[src/rtl/deq_pkg.sv]
// shared types and codes for the double-ended queue
// no dependencies
package deq_pkg;

   localparam int DEPTH_DEFAULT = 64;

   // command codes
   localparam logic [2:0] CMD_PUSH_FRONT = 3'd0;
   localparam logic [2:0] CMD_PUSH_BACK  = 3'd1;
   localparam logic [2:0] CMD_POP_FRONT  = 3'd2;
   localparam logic [2:0] CMD_POP_BACK   = 3'd3;
   localparam logic [2:0] CMD_CLEAR      = 3'd4;
   localparam logic [2:0] CMD_DUMP       = 3'd5;

   // result status codes
   localparam logic [1:0] ST_OK    = 2'd0;
   localparam logic [1:0] ST_EMPTY = 2'd1;
   localparam logic [1:0] ST_FULL  = 2'd2;

   typedef struct packed {
      logic [2:0]         command;
      logic signed [31:0] value;
   } deq_req_type;

   typedef struct packed {
      logic signed [31:0] word;
      logic [1:0]         status;
      logic               last;
   } deq_rsp_type;

   // controller to datapath commands
   typedef struct packed {
      logic       wr_front;    // push at front
      logic       wr_back;     // push at back
      logic       rd_front;    // read front entry, advance front
      logic       rd_back;     // read back entry, drop it
      logic       clear;
      logic       dump_start;  // read entry at offset zero
      logic       dump_next;   // read entry at next offset
      logic       emit;        // load result register
      logic       emit_mem;    // result word from read data
      logic [1:0] emit_status;
      logic       emit_last;
   } deq_ctl_type;

   // datapath to controller status
   typedef struct packed {
      logic empty;
      logic full;
      logic dump_last;
      logic out_free;
   } deq_sts_type;

endpackage

[src/rtl/double_ended_queue.sv]
// double-ended queue of signed 32-bit words, top level
// depends on deq_pkg, deq_ctrl and deq_datapath
//
//   channel  dir  handshake            payload
//   req      in   req_valid/req_ready  deq_req_type (command, value)
//   rsp      out  rsp_valid/rsp_ready  deq_rsp_type (word, status, last)
//
// push, clear, no-op and every empty or full case: result loaded at the next edge
// pop: the read of the storage is registered, then the result register is loaded from it
// dump: a start read, then the entries from front to back, each read as the one before is emitted
// reset clears front index, count, dump offset and the result valid flag; storage and result word are not cleared
// a stalled result holds the sequencer; the next command is taken once it moves
module double_ended_queue
   import deq_pkg::*;
#(
   parameter int DEPTH = DEPTH_DEFAULT
) (
   input  logic        clock,
   input  logic        reset,
   input  logic        req_valid,
   output logic        req_ready,
   input  deq_req_type req_data,
   output logic        rsp_valid,
   input  logic        rsp_ready,
   output deq_rsp_type rsp_data
);

   deq_ctl_type ctl;
   deq_sts_type sts;

   deq_ctrl u_ctrl (
      .clock     (clock),
      .reset     (reset),
      .req_valid (req_valid),
      .req_ready (req_ready),
      .command   (req_data.command),
      .sts       (sts),
      .ctl       (ctl)
   );

   deq_datapath #(
      .DEPTH (DEPTH)
   ) u_datapath (
      .clock      (clock),
      .reset      (reset),
      .ctl        (ctl),
      .push_value (req_data.value),
      .sts        (sts),
      .rsp_ready  (rsp_ready),
      .rsp_valid  (rsp_valid),
      .rsp_data   (rsp_data)
   );

endmodule

[src/rtl/deq_datapath.sv]
// storage, indexes and result register of the double-ended queue
// depends on deq_pkg; driven by deq_ctrl commands
module deq_datapath
   import deq_pkg::*;
#(
   parameter int DEPTH = DEPTH_DEFAULT
) (
   input  logic        clock,
   input  logic        reset,
   input  deq_ctl_type ctl,
   input  logic [31:0] push_value,
   output deq_sts_type sts,
   input  logic        rsp_ready,
   output logic        rsp_valid,
   output deq_rsp_type rsp_data
);

   localparam int IDX_W = (DEPTH > 1) ? $clog2(DEPTH) : 1;
   localparam int CNT_W = $clog2(DEPTH + 1);
   localparam int SUM_W = CNT_W + 1;

   logic [31:0]      mem [DEPTH];
   logic [31:0]      rd_data_ff;
   logic [IDX_W-1:0] front_ff, front_in;
   logic [CNT_W-1:0] count_ff, count_in;
   logic [CNT_W-1:0] dump_idx_ff, dump_idx_in;
   logic             rsp_valid_ff;
   deq_rsp_type      rsp_ff;

   logic [CNT_W-1:0] offset;
   logic [SUM_W-1:0] slot_sum;
   logic [IDX_W-1:0] slot;
   logic [IDX_W-1:0] front_dec;
   logic [IDX_W-1:0] front_inc;
   logic [IDX_W-1:0] wr_addr;
   logic             rd_en;

   // offset from front for the access of this cycle
   always_comb begin
      if (ctl.wr_back) begin
         offset = count_ff;
      end else if (ctl.rd_back) begin
         offset = count_ff - CNT_W'(1);
      end else if (ctl.dump_next) begin
         offset = dump_idx_ff + CNT_W'(1);
      end else begin
         offset = '0;
      end
   end

   // circular slot: front plus offset, wrapped once
   assign slot_sum = SUM_W'(front_ff) + SUM_W'(offset);
   assign slot = (slot_sum >= SUM_W'(DEPTH)) ? IDX_W'(slot_sum - SUM_W'(DEPTH))
                                             : IDX_W'(slot_sum);

   assign front_dec = (front_ff == '0) ? IDX_W'(DEPTH - 1) : front_ff - IDX_W'(1);
   assign front_inc = (front_ff == IDX_W'(DEPTH - 1)) ? '0 : front_ff + IDX_W'(1);
   assign wr_addr   = ctl.wr_front ? front_dec : slot;
   assign rd_en     = ctl.rd_front | ctl.rd_back | ctl.dump_start | ctl.dump_next;

   // storage: one write or one registered read per cycle
   always_ff @(posedge clock) begin
      if (ctl.wr_front || ctl.wr_back) begin
         mem[wr_addr] <= push_value;
      end
      if (rd_en) begin
         rd_data_ff <= mem[slot];
      end
   end

   // front index, count and dump offset
   always_comb begin
      front_in    = front_ff;
      count_in    = count_ff;
      dump_idx_in = dump_idx_ff;
      if (ctl.clear) begin
         front_in = '0;
         count_in = '0;
      end
      if (ctl.wr_front) begin
         front_in = front_dec;
         count_in = count_ff + CNT_W'(1);
      end
      if (ctl.wr_back) begin
         count_in = count_ff + CNT_W'(1);
      end
      if (ctl.rd_front) begin
         front_in = front_inc;
         count_in = count_ff - CNT_W'(1);
      end
      if (ctl.rd_back) begin
         count_in = count_ff - CNT_W'(1);
      end
      if (ctl.dump_start) begin
         dump_idx_in = '0;
      end
      if (ctl.dump_next) begin
         dump_idx_in = dump_idx_ff + CNT_W'(1);
      end
   end

   always_ff @(posedge clock) begin
      if (reset) begin
         front_ff    <= '0;
         count_ff    <= '0;
         dump_idx_ff <= '0;
      end else begin
         front_ff    <= front_in;
         count_ff    <= count_in;
         dump_idx_ff <= dump_idx_in;
      end
   end

   // result register
   always_ff @(posedge clock) begin
      if (reset) begin
         rsp_valid_ff <= 1'b0;
      end else if (ctl.emit) begin
         rsp_valid_ff <= 1'b1;
      end else if (rsp_ready) begin
         rsp_valid_ff <= 1'b0;
      end
   end

   always_ff @(posedge clock) begin
      if (ctl.emit) begin
         rsp_ff.word   <= ctl.emit_mem ? rd_data_ff : '0;
         rsp_ff.status <= ctl.emit_status;
         rsp_ff.last   <= ctl.emit_last;
      end
   end

   assign rsp_valid     = rsp_valid_ff;
   assign rsp_data      = rsp_ff;
   assign sts.empty     = (count_ff == '0);
   assign sts.full      = (count_ff == CNT_W'(DEPTH));
   assign sts.dump_last = ((SUM_W'(dump_idx_ff) + SUM_W'(1)) == SUM_W'(count_ff));
   assign sts.out_free  = !rsp_valid_ff || rsp_ready;

endmodule

[src/rtl/deq_ctrl.sv]
// command sequencer of the double-ended queue
// depends on deq_pkg; drives deq_datapath
module deq_ctrl
   import deq_pkg::*;
(
   input  logic        clock,
   input  logic        reset,
   input  logic        req_valid,
   output logic        req_ready,
   input  logic [2:0]  command,
   input  deq_sts_type sts,
   output deq_ctl_type ctl
);

   typedef enum logic [1:0] {
      S_IDLE,
      S_POP,
      S_DUMP
   } state_type;

   state_type state_ff, state_in;

   // next state and datapath commands
   always_comb begin
      state_in  = state_ff;
      ctl       = '0;
      req_ready = 1'b0;
      unique case (state_ff)
         S_IDLE: begin
            req_ready = sts.out_free;
            if (req_valid && sts.out_free) begin
               ctl.emit_last = 1'b1;
               unique case (command) inside
                  CMD_PUSH_FRONT, CMD_PUSH_BACK: begin
                     ctl.emit = 1'b1;
                     if (sts.full) begin
                        ctl.emit_status = ST_FULL;
                     end else begin
                        ctl.emit_status = ST_OK;
                        ctl.wr_front    = (command == CMD_PUSH_FRONT);
                        ctl.wr_back     = (command == CMD_PUSH_BACK);
                     end
                  end
                  CMD_POP_FRONT, CMD_POP_BACK: begin
                     if (sts.empty) begin
                        ctl.emit        = 1'b1;
                        ctl.emit_status = ST_EMPTY;
                     end else begin
                        ctl.rd_front = (command == CMD_POP_FRONT);
                        ctl.rd_back  = (command == CMD_POP_BACK);
                        state_in     = S_POP;
                     end
                  end
                  CMD_CLEAR: begin
                     ctl.clear       = 1'b1;
                     ctl.emit        = 1'b1;
                     ctl.emit_status = ST_OK;
                  end
                  CMD_DUMP: begin
                     if (sts.empty) begin
                        ctl.emit        = 1'b1;
                        ctl.emit_status = ST_EMPTY;
                     end else begin
                        ctl.dump_start = 1'b1;
                        state_in       = S_DUMP;
                     end
                  end
                  default: begin
                     ctl.emit        = 1'b1;
                     ctl.emit_status = ST_OK;
                  end
               endcase
            end
         end
         S_POP: begin
            if (sts.out_free) begin
               ctl.emit        = 1'b1;
               ctl.emit_mem    = 1'b1;
               ctl.emit_status = ST_OK;
               ctl.emit_last   = 1'b1;
               state_in        = S_IDLE;
            end
         end
         S_DUMP: begin
            if (sts.out_free) begin
               ctl.emit        = 1'b1;
               ctl.emit_mem    = 1'b1;
               ctl.emit_status = ST_OK;
               ctl.emit_last   = sts.dump_last;
               if (sts.dump_last) begin
                  state_in = S_IDLE;
               end else begin
                  ctl.dump_next = 1'b1;
               end
            end
         end
         default: begin
            state_in = S_IDLE;
         end
      endcase
   end

   always_ff @(posedge clock) begin
      if (reset) begin
         state_ff <= S_IDLE;
      end else begin
         state_ff <= state_in;
      end
   end

endmodule

[config.mk]
export PLATFORM = sky130hd
export DESIGN_NAME = double_ended_queue
export DESIGN_NICKNAME = d
export VERILOG_FILES = /design/src/rtl/deq_pkg.sv /design/src/rtl/double_ended_queue.sv /design/src/rtl/deq_datapath.sv /design/src/rtl/deq_ctrl.sv
export SDC_FILE = /design/constraint.sdc
export NUM_CORES = 2
export LEC_CHECK = 0
export BUFFER_PORTS_ARGS = -buffer_cell sky130_fd_sc_hd__buf_4
export CAP_MARGIN = 20
export CORE_AREA = 8 8 383 758
export DETAILED_ROUTE_END_ITERATION = 12
export DIE_AREA = 0 0 391 766
export SLEW_MARGIN = 20
export SYNTH_ARGS = -nofsm -noshare
export SYNTH_HDL_FRONTEND = slang
export SYNTH_HIERARCHICAL = 1
export SYNTH_SLANG_ARGS = --single-unit
export TNS_END_PERCENT = 1
[constraint.sdc]
create_clock -name clock -period 7.3 [get_ports clock]
set_input_delay 1.095 -clock clock [delete_from_list [all_inputs] [get_ports clock]]
set_output_delay 1.095 -clock clock [all_outputs]
set_load 0.03 [all_outputs]
==> impl_results.md <==
* Run status: complete, no violations
* Drt pass-1 iters at 5
* Area Overhead vs Synth at 14.77%
* Hpwl dp at 134900 um
* Largest net degree at the start of global routing at 97
* Reg2reg setup slack at 0.38 ns
* Die Ht at 766 um
* Main area contributors after synthesis: edfxtp_1, mux4_2, nand2_1
* Max Cap Violations at 0
* GR Util All Layers at 14.50%
* Worst flop-to-flop path startpoint: u_datapath/dump_idx_ff[0]
* Depth of the most critical reg-to-reg path at 22
* Clock period minus worst slack at 6.915 ns
* Post-synth EDFFs at 2115
* Worst skew pair latency at 0.82 ns
* Cell Area, Synth at 83520 um2
* I/O Pins at 76
* DRT Wirelength at 222900 um
* Setup violators final at 0
* Fmax at 144.6 MHz
* Post-Layout Cell Count at 8218
* Power per standard cell area at 257.5 nW/um2
* CTS Buf Count at 170
* Pleak at 29.22 nW
* First-pass GRT wire length at 319900 um
* Total power at 0.02469 W
* Vias in the first global route at 44410
* Root Buffer Master: clkbuf_16
* Final nets at 4397
* Startpoint Class: register
* Row cnt at 275
* Required time of the worst setup path at 7.85 ns
* Final hold violations at 0
* Crit path kind: reg2reg
* Pre-CTS setup slack at 0.3323 ns
* Most common flop cell mapped by yosys: edfxtp_1
* Die Span X at 391 um
* Final WS setup at 0.3845 ns
* Initial antenna violation count at 20
* Routed wire per std cell at 27.12 um
* GP Congestion at 0.8467
* Cell taking the most area after synthesis: edfxtp_1
* M1 GR Usage at 14.97%
* Setup crit end: u_datapath/rd_data_ff[17]
* Placed cell count at 7907
* Worst slew margin at 28.93%
* Via count at 41810
* Max clock buf depth at 4
* Number of port buffers at 75
* Fraction of layout instances using a drive strength above 1 at 24.29%
* VDD IR-drop max at 0.1767 mV
* Register bit total from synthesis at 2138
* Setup repair after global routing missed its margin: no
* Syn Nets at 4242
* Ys Warns at 6
* Max FO, Critical Path at 66
* Tcrit/Tclk final at 94.73%
* Remaining DRCs at 0
* Initial drt markers at 3449
* H-tree levels at 4
* Syn avg cell area at 19.95 um2
* Most used routing layer: met2
* CTS sink cnt at 2138
* Clock transition at path regs at 0.07 ns
* Placed inst area at 90410 um2
* Setup_tns at 0 ns
* Worst slew pin tran at 1.058 ns
* Clk_skew at 0.02988 ns
* Core ar. at 280100 um2
* Sequential area share after synthesis at 76.59%
* TritonCTS clock tree: done
* Vias per cell at 5.088
* Design area at 95860 um2
* Synth cell types at 69
* Share of the synthesized area in the top cell type at 76.04%
* Post-CTS Setup Bufs at 0
* Post-DRT Antenna Nets at 0
* Reg-to-reg critical path endpoint: u_datapath/rd_data_ff[17]
* CP Capture Type: register
* Data arrival, critical path at 7.46 ns
* Grt ovf at 0
* Post-synthesis async set-or-reset flop share at 0%
* Cells after Synth at 4186
* Grt met3 use at 1.440%
* Die area at 299500 um2
* Final Slew Violations at 0
* Commonest non-fill, non-tap cell in the layout: edfxtp_1
* Met2 Track Usage GR at 29.00%
* Setup crit start: u_datapath/dump_idx_ff[0]
* Commonest cells after routing, fill and taps aside: edfxtp_1, mux4_2, nand2_1
* Effective utilization at floorplan at 29.82%
* Worst min-delay path category: reg2reg
## worst max-delay path, stage by stage, from the launching register on
cell and delay (ns):
dfxtp_1 0.42, ha_1 0.29, nand3_1 0.12, xnor2_1 0.38
xnor2_1 0.17, nand4_1 0.16, nor4_1 0.49, and2b_1 0.29
and2_1 0.30, inv_1 0.24, nor2_1 0.10, a221o_1 0.36
ha_4 0.18, inv_1 0.09, fa_4 0.88, buf_12 0.31
mux4_2 0.37, and2_1 0.18, a2111oi_1 0.67, buf_4 0.22
a311oi_1 0.04, a31oi_1 0.17, mux2i_1 0.09
## sequential cells by signal, indices dropped and copies added, names as in the netlist
signal                  count
u_ctrl/state_ff             2
u_datapath/count_ff         7
u_datapath/dump_idx_ff      7
u_datapath/front_ff         6
u_datapath/mem           2048
u_datapath/rd_data_ff      32
u_datapath/rsp_data        35
u_datapath/rsp_valid        1
## cell families after synthesis
logic type	synth area share, %
AOI/OAI and AO/OA	2.000
xor gates and xnor gates	0.2082
adders and majority gates	0.2637
buffers and inverters	1.324
DFF	76.59
muxes	14.26
and+or+nand+nor	5.347
## stage by stage
stage | util (%) | hold slack [ns]
floorplan | - | 0.4653
global placement | 32.28 | 0.4777
detailed placement | 32.28 | 0.5080
CTS | 34.19 | 0.5223
global route | 34.22 | 0.5400
finish | 34.23 | 0.5248
## timing repair
action	CTS	global route
hold buffers	0	0
gates resized for setup	0	5
endpoints found under the setup margin	0	117
## metal layers
metal | wire [um] | vias up | share of wire [%]
met2 | 128700 | 1303 | 58
li1 | - | 17480 | -
met4 | 10680 | 2 | 4.8
met5 | 13 | - | 0.0058
met1 | 74460 | 22550 | 33
met3 | 9087 | 472 | 4.1
## Yosys cell counts, types with 13 or more instances
cell type  instances
a311oi_1          35
edfxtp_1        2115
xnor2_1           13
inv_1             17
nand4_1          161
nand3_1           80
dfxtp_1           23
buf_2             50
a2111oi_0         37
a31oi_1           37
ha_1              16
nor2_1            82
mux2i_1           36
clkbuf_1         162
mux4_2           512
nand2_1          498
a21oi_1           47
nor3_1            20
and2_1            70
buf_1             39
## worst min path at each step
| stage | start | end | cells after the start |
|---|---|---|---|
| finish | u_datapath/dump_idx_ff[1] | u_datapath/dump_idx_ff[1] | 2 |
| global placement | u_datapath/dump_idx_ff[1] | u_datapath/dump_idx_ff[1] | 2 |
| floorplan | u_datapath/dump_idx_ff[1] | u_datapath/dump_idx_ff[1] | 2 |
| detailed placement | u_ctrl/state_ff[0] | u_ctrl/state_ff[0] | 1 |
| CTS | u_ctrl/state_ff[0] | u_ctrl/state_ff[0] | 1 |
| global route | u_ctrl/state_ff[0] | u_ctrl/state_ff[0] | 1 |
## area by class of cell
cell class,count,area (um2)
inverters,18,67.56
well taps,3739,4678
fillers,26150,184200
clock inverters,93,914.6
repair buffers,238,2499
flip-flops and latches,2138,63970
clock buffers,200,4431
multi-input cells,1775,19260
diodes,17,42.54
## power by group
part | switching, W | internal (W)
Sequential | 0.0000350 | 0.0135
Clock | 0.00425 | 0.00498
Combinational | 0.00120 | 0.000671
Total | 0.00549 | 0.0192
Note: power is estimated with default switching activity, not from simulation.
